[src/hw/rtl/bxdp_pkg.sv]
// shared types and constants of the binary threshold xnor dot product unit
`default_nettype none

package bxdp_pkg;

    localparam int MAX_LANES  = 8;
    localparam int BYTE_W     = 8;
    localparam int CNT_W      = 4;
    localparam int SUM_W      = 16;
    localparam int SCALE_W    = 16;
    localparam int SHIFT_W    = 32;
    localparam int PROD_W     = 32;
    localparam int VALUE_W    = 34;
    localparam int FRAC_BITS  = 12;

    // slave tdata layout
    localparam int ACT_LSB    = 0;
    localparam int NB_LSB     = ACT_LSB + MAX_LANES * BYTE_W;
    localparam int WGT_LSB    = NB_LSB + MAX_LANES * BYTE_W;
    localparam int CNT_LSB    = WGT_LSB + MAX_LANES;
    localparam int SCALE_LSB  = CNT_LSB + CNT_W;
    localparam int SHIFT_LSB  = SCALE_LSB + SCALE_W;
    localparam int S_FIELDS_W = SHIFT_LSB + SHIFT_W;
    localparam int S_TDATA_W  = ((S_FIELDS_W + 7) / 8) * 8;

    // master tdata layout
    localparam int VALUE_LSB  = 0;
    localparam int RAW_LSB    = VALUE_LSB + VALUE_W;
    localparam int M_FIELDS_W = RAW_LSB + SUM_W;
    localparam int M_TDATA_W  = ((M_FIELDS_W + 7) / 8) * 8;

    // configuration register indexes
    localparam int CFG_INDEX_W = 2;
    localparam logic [CFG_INDEX_W-1:0] CFG_SCALE_ENABLE = 2'd0;
    localparam logic [CFG_INDEX_W-1:0] CFG_RELU_ENABLE  = 2'd1;

    localparam logic signed [SUM_W-1:0] SUM_MAX = 16'sh7FFF;
    localparam logic signed [SUM_W-1:0] SUM_MIN = 16'sh8000;

    typedef struct packed {
        logic scale_en;
        logic relu_en;
    } bxdp_cfg_t;

    // finished sum handed to the scaling pipeline
    typedef struct packed {
        logic [SUM_W-1:0]   sum;
        logic [SCALE_W-1:0] scale;
        logic [SHIFT_W-1:0] shift;
    } bxdp_job_t;

endpackage

`default_nettype wire

[src/hw/rtl/bxdp_lane_cell.sv]
// one lane cell: registered xnor vote and a saturating +-1 step on the passing sum
`default_nettype none

module bxdp_lane_cell (
    input  wire logic                          clk,
    input  wire logic                          load,
    input  wire logic [bxdp_pkg::BYTE_W-1:0]   act,
    input  wire logic [bxdp_pkg::BYTE_W-1:0]   neg_bias,
    input  wire logic                          weight,
    input  wire logic                          lane_en,
    input  wire logic [bxdp_pkg::SUM_W-1:0]    sum_in,
    output logic      [bxdp_pkg::SUM_W-1:0]    sum_out
);
    import bxdp_pkg::*;

    logic vote_reg;
    logic vote_next;
    logic en_reg;

    // threshold bit xor weight sign
    assign vote_next = ($signed(neg_bias) > $signed(act)) ^ weight;

    always_ff @(posedge clk)
    begin
        if (load)
        begin
            vote_reg <= vote_next;
            en_reg   <= lane_en;
        end
    end

    always_comb
    begin
        sum_out = sum_in;
        if (en_reg)
        begin
            if (vote_reg)
            begin
                if ($signed(sum_in) != SUM_MAX)
                begin
                    sum_out = sum_in + 16'd1;
                end
            end
            else
            begin
                if ($signed(sum_in) != SUM_MIN)
                begin
                    sum_out = sum_in - 16'd1;
                end
            end
        end
    end

endmodule

`default_nettype wire

[src/hw/rtl/bxdp_scale_pipe.sv]
// scale, shift and clamp pipeline for finished sums, with output register
`default_nettype none

module bxdp_scale_pipe (
    input  wire logic                          clk,
    input  wire logic                          rst_n,
    input  wire bxdp_pkg::bxdp_cfg_t           cfg,
    input  wire logic                          job_valid,
    output logic                               job_ready,
    input  wire bxdp_pkg::bxdp_job_t           job,
    output logic                               out_valid,
    input  wire logic                          out_ready,
    output logic      [bxdp_pkg::VALUE_W-1:0]  value,
    output logic      [bxdp_pkg::SUM_W-1:0]    raw_sum
);
    import bxdp_pkg::*;

    logic                 c_valid_reg;
    bxdp_job_t            c_job_reg;

    logic                 d_valid_reg;
    logic [PROD_W-1:0]    d_prod_reg;
    logic [PROD_W-1:0]    d_prod_next;
    logic [SHIFT_W-1:0]   d_add_reg;
    logic [SHIFT_W-1:0]   d_add_next;
    logic [SUM_W-1:0]     d_sum_reg;

    logic                 e_valid_reg;
    logic [VALUE_W-1:0]   e_value_reg;
    logic [VALUE_W-1:0]   e_value_next;
    logic [VALUE_W-1:0]   e_sum34;
    logic [SUM_W-1:0]     e_sum_reg;

    logic                 d_ready;
    logic                 e_ready;
    logic                 c_load;
    logic                 d_load;
    logic                 e_load;

    assign e_ready   = !e_valid_reg || out_ready;
    assign d_ready   = !d_valid_reg || e_ready;
    assign job_ready = !c_valid_reg || d_ready;

    assign c_load = job_valid && job_ready;
    assign d_load = c_valid_reg && d_ready;
    assign e_load = d_valid_reg && e_ready;

    // multiply stage; with scaling off the sum is only shifted up by FRAC_BITS
    always_comb
    begin
        if (cfg.scale_en)
        begin
            d_prod_next = PROD_W'($signed(c_job_reg.sum) * $signed(c_job_reg.scale));
            d_add_next  = c_job_reg.shift;
        end
        else
        begin
            d_prod_next = {{(PROD_W-SUM_W-FRAC_BITS){c_job_reg.sum[SUM_W-1]}},
                           c_job_reg.sum, {FRAC_BITS{1'b0}}};
            d_add_next  = '0;
        end
    end

    // shift add and clamp stage
    always_comb
    begin
        e_sum34 = {{(VALUE_W-PROD_W){d_prod_reg[PROD_W-1]}}, d_prod_reg}
                + {{(VALUE_W-SHIFT_W){d_add_reg[SHIFT_W-1]}}, d_add_reg};
        e_value_next = e_sum34;
        if (cfg.relu_en && e_sum34[VALUE_W-1])
        begin
            e_value_next = '0;
        end
    end

    always_ff @(posedge clk or negedge rst_n)
    begin
        if (!rst_n)
        begin
            c_valid_reg <= 1'b0;
            d_valid_reg <= 1'b0;
            e_valid_reg <= 1'b0;
        end
        else
        begin
            if (job_ready)
            begin
                c_valid_reg <= job_valid;
            end
            if (d_ready)
            begin
                d_valid_reg <= c_valid_reg;
            end
            if (e_ready)
            begin
                e_valid_reg <= d_valid_reg;
            end
        end
    end

    always_ff @(posedge clk)
    begin
        if (c_load)
        begin
            c_job_reg <= job;
        end
        if (d_load)
        begin
            d_prod_reg <= d_prod_next;
            d_add_reg  <= d_add_next;
            d_sum_reg  <= c_job_reg.sum;
        end
        if (e_load)
        begin
            e_value_reg <= e_value_next;
            e_sum_reg   <= d_sum_reg;
        end
    end

    assign out_valid = e_valid_reg;
    assign value     = e_value_reg;
    assign raw_sum   = e_sum_reg;

endmodule

`default_nettype wire

[src/hw/rtl/binary_threshold_xnor_dot_product_unit.sv]
// top level of the binary threshold xnor dot product unit
//
//  channel | direction | handshake          | payload
//  --------+-----------+--------------------+----------------------------------------
//  s_*     | in        | s_tvalid/s_tready  | s_tdata lane data + scale/shift, s_tlast
//  m_*     | out       | m_tvalid/m_tready  | m_tdata value_q12, raw_sum
//  cfg_*   | in        | cfg_valid/cfg_ready| cfg_index, cfg_data
//
// one input transfer per cycle sustained, except while a last item waits for the
// scaling pipeline; the lane cells form a combinational chain that applies up to
// eight saturating +-1 steps to the running sum
// after the item with s_tlast transfers, its result passes the vote register, the
// job register, the product register and the output register before m_tvalid rises
// items without s_tlast keep flowing while a result waits on m_tready; a last item
// waits only when the scaling pipeline is full
// rst_n clears the sum, the configuration and all valid flags; cfg_ready is always high
`default_nettype none

module binary_threshold_xnor_dot_product_unit #(
    parameter int LANES = 8
) (
    input  wire logic                               clk,
    input  wire logic                               rst_n,
    // slave stream
    input  wire logic                               s_tvalid,
    output logic                                    s_tready,
    // act_bytes[63:0], neg_bias_bytes[127:64], weight_bits[135:128],
    // lane_count[139:136], scale_q12[155:140], shift_q12[187:156], zero fill
    input  wire logic [bxdp_pkg::S_TDATA_W-1:0]     s_tdata,
    input  wire logic                               s_tlast,
    // master stream
    output logic                                    m_tvalid,
    input  wire logic                               m_tready,
    // value_q12[33:0], raw_sum[49:34], zero fill
    output logic      [bxdp_pkg::M_TDATA_W-1:0]     m_tdata,
    // configuration writes
    input  wire logic                               cfg_valid,
    output logic                                    cfg_ready,
    input  wire logic [bxdp_pkg::CFG_INDEX_W-1:0]   cfg_index,
    input  wire logic                               cfg_data
);
    import bxdp_pkg::*;

    // configuration registers
    logic       scale_en_reg;
    logic       relu_en_reg;
    bxdp_cfg_t  cfg;

    // vote stage (lane votes live inside the cells)
    logic                a_valid_reg;
    logic                a_last_reg;
    logic [SCALE_W-1:0]  a_scale_reg;
    logic [SHIFT_W-1:0]  a_shift_reg;

    // running sum
    logic [SUM_W-1:0]    acc_reg;
    logic [SUM_W-1:0]    acc_next;
    logic [SUM_W-1:0]    chain [LANES+1];

    logic                in_xfer;
    logic                a_drain;
    logic                job_valid;
    logic                job_ready;
    bxdp_job_t           job;
    logic [CNT_W-1:0]    lane_cnt;

    logic [VALUE_W-1:0]  out_value;
    logic [SUM_W-1:0]    out_raw;

    assign cfg_ready = 1'b1;
    assign cfg.scale_en = scale_en_reg;
    assign cfg.relu_en  = relu_en_reg;

    always_ff @(posedge clk or negedge rst_n)
    begin
        if (!rst_n)
        begin
            scale_en_reg <= 1'b0;
            relu_en_reg  <= 1'b0;
        end
        else if (cfg_valid)
        begin
            case (cfg_index)
                CFG_SCALE_ENABLE: scale_en_reg <= cfg_data;
                CFG_RELU_ENABLE:  relu_en_reg  <= cfg_data;
                default:          ;
            endcase
        end
    end

    // a last item leaves the vote stage only into a free scaling slot
    assign job_valid = a_valid_reg && a_last_reg;
    assign a_drain   = a_valid_reg && (!a_last_reg || job_ready);
    assign s_tready  = !a_valid_reg || a_drain;
    assign in_xfer   = s_tvalid && s_tready;
    assign lane_cnt  = s_tdata[CNT_LSB +: CNT_W];

    // chain of lane cells, lane 0 first
    assign chain[0] = acc_reg;

    for (genvar k = 0; k < LANES; k++)
    begin : g_lane
        bxdp_lane_cell u_cell (
            .clk      (clk),
            .load     (in_xfer),
            .act      (s_tdata[ACT_LSB + k*BYTE_W +: BYTE_W]),
            .neg_bias (s_tdata[NB_LSB + k*BYTE_W +: BYTE_W]),
            .weight   (s_tdata[WGT_LSB + k]),
            .lane_en  (lane_cnt > CNT_W'(k)),
            .sum_in   (chain[k]),
            .sum_out  (chain[k+1])
        );
    end

    // sum clears after the last item of a neuron
    always_comb
    begin
        acc_next = acc_reg;
        if (a_drain)
        begin
            acc_next = a_last_reg ? '0 : chain[LANES];
        end
    end

    always_ff @(posedge clk or negedge rst_n)
    begin
        if (!rst_n)
        begin
            a_valid_reg <= 1'b0;
            acc_reg     <= '0;
        end
        else
        begin
            acc_reg <= acc_next;
            if (in_xfer)
            begin
                a_valid_reg <= 1'b1;
            end
            else if (a_drain)
            begin
                a_valid_reg <= 1'b0;
            end
        end
    end

    always_ff @(posedge clk)
    begin
        if (in_xfer)
        begin
            a_last_reg  <= s_tlast;
            a_scale_reg <= s_tdata[SCALE_LSB +: SCALE_W];
            a_shift_reg <= s_tdata[SHIFT_LSB +: SHIFT_W];
        end
    end

    assign job.sum   = chain[LANES];
    assign job.scale = a_scale_reg;
    assign job.shift = a_shift_reg;

    bxdp_scale_pipe u_scale (
        .clk       (clk),
        .rst_n     (rst_n),
        .cfg       (cfg),
        .job_valid (job_valid),
        .job_ready (job_ready),
        .job       (job),
        .out_valid (m_tvalid),
        .out_ready (m_tready),
        .value     (out_value),
        .raw_sum   (out_raw)
    );

    assign m_tdata = {{(M_TDATA_W-M_FIELDS_W){1'b0}}, out_raw, out_value};

endmodule

`default_nettype wire

[config.mk]
export PLATFORM = sky130hd
export DESIGN_NAME = binary_threshold_xnor_dot_product_unit
export DESIGN_NICKNAME = d
export VERILOG_FILES = /design/src/hw/rtl/bxdp_pkg.sv /design/src/hw/rtl/bxdp_lane_cell.sv /design/src/hw/rtl/bxdp_scale_pipe.sv /design/src/hw/rtl/binary_threshold_xnor_dot_product_unit.sv
export SDC_FILE = /design/constraint.sdc
export NUM_CORES = 2
export LEC_CHECK = 0
export ABC_AREA = 1
export BUFFER_PORTS_ARGS = -buffer_cell sky130_fd_sc_hd__buf_2
export CORE_MARGIN = 2
export CORE_UTILIZATION = 51
export DETAILED_ROUTE_END_ITERATION = 12
export GPL_ROUTABILITY_DRIVEN = 1
export PLACE_DENSITY = 0.69
export SLEW_MARGIN = 5
export SYNTH_ARGS = -nofsm -noshare
export SYNTH_HDL_FRONTEND = slang
export SYNTH_SLANG_ARGS = --single-unit
[constraint.sdc]
create_clock -name clk -period 28 [get_ports clk]
set_input_delay 1.4 -clock clk [delete_from_list [all_inputs] [get_ports clk]]
set_output_delay 1.4 -clock clk [all_outputs]
set_load 0.03 [all_outputs]
# [After elaboration in Yosys (flattened, before gate mapping)]
# Index checks and enable logic that the tools add are counted.
[totals] output_inout_bits=59 input_bits=201 n_memories=0 latch_bits=0 rom_bits=0 regBits=281 mem_bits_rw=0
[op_classes] mux=36 mul=1 div=0 add_sub_neg=17 n_shift=0 n_eq_ne=17 bitwise_logic=8 n_lt_le_gt_ge=16 reduce_logical=21
[ops] operator="two-way mux 16 bit" n=33
[ops] operator="!= test 16 bit (second input constant)" n=16
[ops] operator="adder 16 x 1 -> 16 bit (second input constant)" n=8
[ops] operator="subtractor 16 x 1 -> 16 bit (second input constant)" n=8
[ops] operator="> comparator 8 bit" n=8
[ops] operator="adder 32 x 32 -> 33 bit" n=1
[ops] operator="multiplier 16 x 16 -> 32 bit" n=1
[ops] operator="two-way mux 32 bit" n=1
[ops] operator="> comparator 4 x 3 -> 1 bit (second input constant)" n=4
[ops] operator="> comparator 4 x 1 -> 1 bit (second input constant)" n=2
[ops] operator="> comparator 4 x 2 -> 1 bit (second input constant)" n=2
[ops] operator="XOR 1 bit" n=8
[ops] operator="logical AND 1 bit" n=7
[ops] operator="zero test 1 bit" n=5
[ops] operator="logical OR 1 bit" n=5
[ops] operator="AND reduction 2 bit" n=2
[ops] operator="== test 2 x 1 -> 1 bit (second input constant)" n=1
[ops] operator="zero test 2 bit" n=1
[ops] operator="two-way mux 1 bit" n=2
[ops] operator="nonzero test 2 bit" n=1

# [Depth between registers and ports, before layout]
[depth] ltp_word=33 mapped_depth=92 mapped_depth_nobuf=89

# [Modules after synthesis]
# From an unflattened synthesis, not the netlist that was laid out.
[unflattened] cells_unflattened=5119 hier_area_um2=35616.7
[by_module_without_submodules] mod="bxdp_scale_pipe" area_each_um2=20035.5 instances=1 cells_per_inst=2380 seq_area_each_um2=5870.6
[by_module_without_submodules] mod="bxdp_lane_cell at g_lane[0].u_cell ..." area_each_um2=1637.8 instances=7 cells_per_inst=322 seq_area_each_um2=60.1
[by_module_without_submodules] mod="binary_threshold_xnor_dot_product_unit" area_each_um2=2477.4 instances=1 cells_per_inst=163 seq_area_each_um2=1946.9
[by_module_without_submodules] mod="bxdp_lane_cell at g_lane[2].u_cell" area_each_um2=1639.1 instances=1 cells_per_inst=322 seq_area_each_um2=60.1

# [Worst setup path before layout]
# OpenSTA, ideal clock, no wires.
[synth_timing] path_type="register -> register" startpoint="register acc_reg[0]" endpoint="register u_scale.c_job_reg[49] (netlist bit), data pin" slack_ns=18.483 stages_incl_launch_ff=82 synth_period_minus_slack_ns=9.517 t_arrival_ns=9.386 setup_time_ns=0.131 t_required_ns=27.869 cell_sequence="dfrtp_1 inv_2 ha_1 nand3_1 nor2_1 nand2_1 nand2_1 nand2_1 nand3_1 nand2_1 inv_1 ha_1 nand3_2 nor2_4 inv_2 nor2_4 nand3_2 nand2_1 [46 not listed] nor2_2 nand2_1 nand2_1 nand3_1 nand2_1 nand2_1 nand2_1 ha_1 nand2_1 nor2_4 nand2_4 nor2_8 nand3_2 buf_6 nand2_1 nand3_1 nand3_1 and2_1"
[synth_rtl] element="from (decl)" line="binary_threshold_xnor_dot_product_unit.sv:56" source="logic [SUM_W-1:0] acc_reg;"
[synth_rtl] element="from (signal assigned)" line="binary_threshold_xnor_dot_product_unit.sv:134" source="acc_reg <= acc_next;"
[synth_rtl] element="to (signal assigned)" line="bxdp_scale_pipe.sv:105" source="c_job_reg <= job;"
[synth_rtl] element="to (decl)" line="bxdp_scale_pipe.sv:19" source="bxdp_job_t c_job_reg;"

==> impl_metrics.ini <==
[status]
run_status = completed

[worst_setup_path]
worstRegToRegCells = 76
setup.worst_path.start_class = flop
reg2reg_slack_ps = 14790
worst_path_max_delay_cell = sky130_fd_sc_hd__edfxtp_1
worst_setup_end_kind = flop
setup.worst_path.class = flop to flop
cp_max_fo = 23
critical_path_required_ps = 28490
critical_path_arrival_ps = 13700
most_frequent_cell_on_critical_path = sky130_fd_sc_hd__nand2_1
crit_path_max_incr_delay_ps = 810

[cts]
worst_skew_pair.late_latency_ps = 580
ctsHoldBuffers = 0
clock_pin_slew_on_the_worst_setup_and_hold_paths_ps = 60
cts_post_setup_buffers_inserted = 0
cts.root.buffer_cell = sky130_fd_sc_hd__clkbuf_16
tritoncts = built
ctsLongestPathBuffers = 3
clock_buffers_created_by_tritoncts = 35
tritoncts_num_sinks = 280
htree_num_levels = 2
cts.repair.resized = 0

[logic_synthesis]
synth-seq-cells = 280
ys.warnings.count = 0
synth_area_per_cell_um2 = 7.249
number_of_enable_type_register_cells_in_the_synthesized_netlist = 258
synth_top_family_by_area = simple AND/OR/NAND/NOR gates
yosysUniqueCellTypes = 58
synth_seq_area_share = 0.2328
synth_cells = 4916
synth-compound-area-share = 0.04385
ys_async_sr_fraction = 0.07857
synthFlopType = sky130_fd_sc_hd__edfxtp_1
yosys.area_share.simple = 0.3694
synthesis.area_mm2 = 0.03564
synth_xor_xnor_area_share = 0.02605
post_synthesis_adder_cell_area_fraction = 0.2187
yosys-mux-area-fraction = 0

[grt]
number_of_antenna_violations_at_the_first_check_in_global_routing = 2
grt_overflow = 0
first_global_vias = 30270
pin_count_of_the_biggest_net_entering_global_routing = 74
first_pass_grt_wire_length_mm = 153.3
global_route.usage.total = 0.2650

[pwr]
power.density_mw_per_mm2 = 133.4
static_leakage_uw = 0.01966
ir_drop_mv = 0.2269

[timing]
timing.final.hold_violations = 0
period_needed_ps = 13210
actual_slew_at_the_worst_max_slew_pin_ps = 1113
grt_setup_unrepaired = false
setup_viol = 0
slew_viol_final = 0
fmaxAchievable_mhz = 75.72
min_period_over_period = 0.4717
fin_worst_skew_ps = 35.06
slew_headroom = 0.2551
hold-worst-slack_ps = 386.0
finalSetupTns_ps = 0

[final_layout]
synthToLayoutAreaGrowth_pct = 8.061
layout.nets = 5719
largest_register_ff_count = 64
drive_above_1_share = 0.1488
antenna_cells_inserted = 0
final_design_area_no_fill_mm2 = 0.03851
n_fill_cell = 6653
sequential_cell_area_mm2 = 0.008299
multiInputGateArea_mm2 = 0.02350

[detailed_routing]
detailedRoute.firstPassIterationCount = 6
detail_route.drc_violations = 0
vias = 31798
detailedRoute.firstIterationViolations = 2587
postRouteAntennaNets = 0
detail_route.vias_per_cell = 5.290
wirelength_mm = 94.79
drt-wirelength-per-cell_um = 15.77

[floorplanning]
initial_utilization = 0.5169
design.portCount = 260
fp-row-count = 96
die_area_mm2 = 0.07201
floorplan.core_area_mm2 = 0.06895
dieHeight_um = 268.3
die_width_um = 268.3

[hold_path]
hold_depth = 0
worst_min_path_class = flop to flop

[placement]
placed_area_mm2 = 0.03727
hpwl_mm = 72.69
globalplace.congestion = 0.9418
port_buffers = 248

[job]
maxCapViolCount = 0
[cell type report]
type,count,share of cell area
inverters,773,0.07544
clock buffers,40,0.02323
flip-flops and latches,280,0.2155
repair buffers,270,0.03652
well taps,931,0.03025
clock inverters,24,0.008967
multi-input cells,3693,0.6101
[placed cells by master (no fill, tap or decap), types with 7 or more instances in the layout]
| cell | Yosys | final |
|---|---|---|
| sky130_fd_sc_hd__conb_1 | 2 | 7 |
| sky130_fd_sc_hd__inv_1 | 703 | 701 |
| sky130_fd_sc_hd__fa_1 | 263 | 263 |
| sky130_fd_sc_hd__a21oi_1 | 96 | 95 |
| sky130_fd_sc_hd__or2_2 | 23 | 23 |
| sky130_fd_sc_hd__nand3_1 | 432 | 432 |
| sky130_fd_sc_hd__clkbuf_16 | 0 | 35 |
| sky130_fd_sc_hd__nand2_2 | 128 | 128 |
| sky130_fd_sc_hd__edfxtp_1 | 258 | 258 |
| sky130_fd_sc_hd__nand2_1 | 1593 | 1593 |
| sky130_fd_sc_hd__nor3_1 | 13 | 13 |
| sky130_fd_sc_hd__o21bai_1 | 15 | 15 |
| sky130_fd_sc_hd__nor2_2 | 58 | 58 |
| sky130_fd_sc_hd__ha_1 | 202 | 202 |
| sky130_fd_sc_hd__buf_2 | 28 | 248 |
| sky130_fd_sc_hd__bufinv_16 | 0 | 7 |
| sky130_fd_sc_hd__xnor2_1 | 26 | 26 |
| sky130_fd_sc_hd__a211oi_1 | 7 | 7 |
| sky130_fd_sc_hd__nand3_2 | 69 | 69 |
| sky130_fd_sc_hd__xor2_1 | 80 | 80 |
| sky130_fd_sc_hd__nand2_4 | 39 | 39 |
| sky130_fd_sc_hd__nor2_4 | 28 | 29 |
| sky130_fd_sc_hd__inv_2 | 52 | 53 |
| sky130_fd_sc_hd__nand4_1 | 97 | 97 |
| sky130_fd_sc_hd__clkinv_1 | 17 | 22 |
| sky130_fd_sc_hd__buf_4 | 25 | 22 |
| sky130_fd_sc_hd__o21ai_1 | 25 | 25 |
| sky130_fd_sc_hd__o21ai_0 | 77 | 77 |
| sky130_fd_sc_hd__dfrtp_1 | 22 | 21 |
| sky130_fd_sc_hd__a21oi_2 | 7 | 7 |
| sky130_fd_sc_hd__nor2_1 | 345 | 344 |
[Yosys cell counts, types with 5 or more instances]
library cell               instances  area, um2
sky130_fd_sc_hd__nor3_1           13      65.06
sky130_fd_sc_hd__nand3_1         432       2162
sky130_fd_sc_hd__nor2_2           58      362.9
sky130_fd_sc_hd__inv_2            52      195.2
sky130_fd_sc_hd__nand2_2         128      800.8
sky130_fd_sc_hd__buf_2            28      140.1
sky130_fd_sc_hd__nor2_4           28      315.3
sky130_fd_sc_hd__a211oi_1          7      52.55
sky130_fd_sc_hd__inv_1           703       2639
sky130_fd_sc_hd__clkinv_1         17      63.81
sky130_fd_sc_hd__buf_4            25      187.7
sky130_fd_sc_hd__xor2_1           80      700.7
sky130_fd_sc_hd__nor2_1          345       1295
sky130_fd_sc_hd__nand3_2          69      690.7
sky130_fd_sc_hd__nand2_4          39      439.2
sky130_fd_sc_hd__o21bai_1         15      112.6
sky130_fd_sc_hd__edfxtp_1        258       7747
sky130_fd_sc_hd__a31oi_1           5      31.28
sky130_fd_sc_hd__clkbuf_1         91      341.6
sky130_fd_sc_hd__or2_2            23      143.9
sky130_fd_sc_hd__nand4_1          97      606.8
sky130_fd_sc_hd__ha_1            202       2527
sky130_fd_sc_hd__a21oi_2           7      61.31
sky130_fd_sc_hd__a221oi_1          5      43.79
sky130_fd_sc_hd__xnor2_1          26      227.7
sky130_fd_sc_hd__nand2_1        1593       5979
sky130_fd_sc_hd__o21ai_1          25      125.1
sky130_fd_sc_hd__fa_1            263       5265
sky130_fd_sc_hd__buf_6            24      270.3
sky130_fd_sc_hd__a21oi_1          96      480.5
sky130_fd_sc_hd__nand3_4           5      87.58
sky130_fd_sc_hd__o21ai_0          77      385.4
sky130_fd_sc_hd__dfrtp_1          22      550.5
[per-stage QoR]
step / util / setup slack [ps] / total power, uW / std cells
final: 0.5586 / 14790 / 5137 / 6011
after global routing: 0.5586 / 13760 / 5682 / 6011
after CTS: 0.5586 / 15090 / 5172 / 6011
after detailed placement: 0.5406 / 15120 / 4659 / 5947
after global placement: 0.5406 / 15260 / 4583 / 5947
after floorplan: - / 18480 / 3649 / 4921
[power breakdown]
part	internal, uW	switching [uW]	leakage, uW
clock network	299	192	0.000594
logic	1470	2490	0.0163
registers	631	65.3	0.00273
[critical path: cells and delay by family (launching register included)]
kind                     cells  cell delay, ps
AO/OA/AOI/OAI                1             250
adder cells (fa/ha/maj)      6            1640
flip-flops                   1             810
buffers and inverters        7            1450
AND/OR/NAND/NOR             62            8920
[per-layer routing]
metal	GRT usage	part of all wire	up-vias
met1	0.3384	0.42	14932
met5	0	0.00025	-
met2	0.4660	0.49	973
li1	-	-	15697
met4	0.08514	0.030	4
met3	0.03326	0.058	192
[cells by family (layout without fill, tap and decap cells)]
| logic type | count (synthesis) | after routing |
|---|---|---|
| AND/OR/NAND/NOR | 2848 | 2848 |
| buffers and inverters | 948 | 1107 |
| adder cells (fa/ha/maj) | 465 | 465 |
| flip-flops | 280 | 280 |
| AO/OA/AOI/OAI | 267 | 267 |
| XOR/XNOR | 106 | 106 |
| other | 2 | 7 |
[path summary, 6_finish.rpt]
path	to	from
min reg2reg	u_scale.c_job_reg[41]	a_scale_reg[9]
max reg2reg	acc_reg[13]	g_lane[0].u_cell.vote_reg
max in group asynchronous	scale_en_reg	rst_n
min	u_scale.c_job_reg[41]	a_scale_reg[9]
max	acc_reg[13]	g_lane[0].u_cell.vote_reg
min in group asynchronous	acc_reg[6]	rst_n
Note: power is estimated with default switching activity, not from simulation.
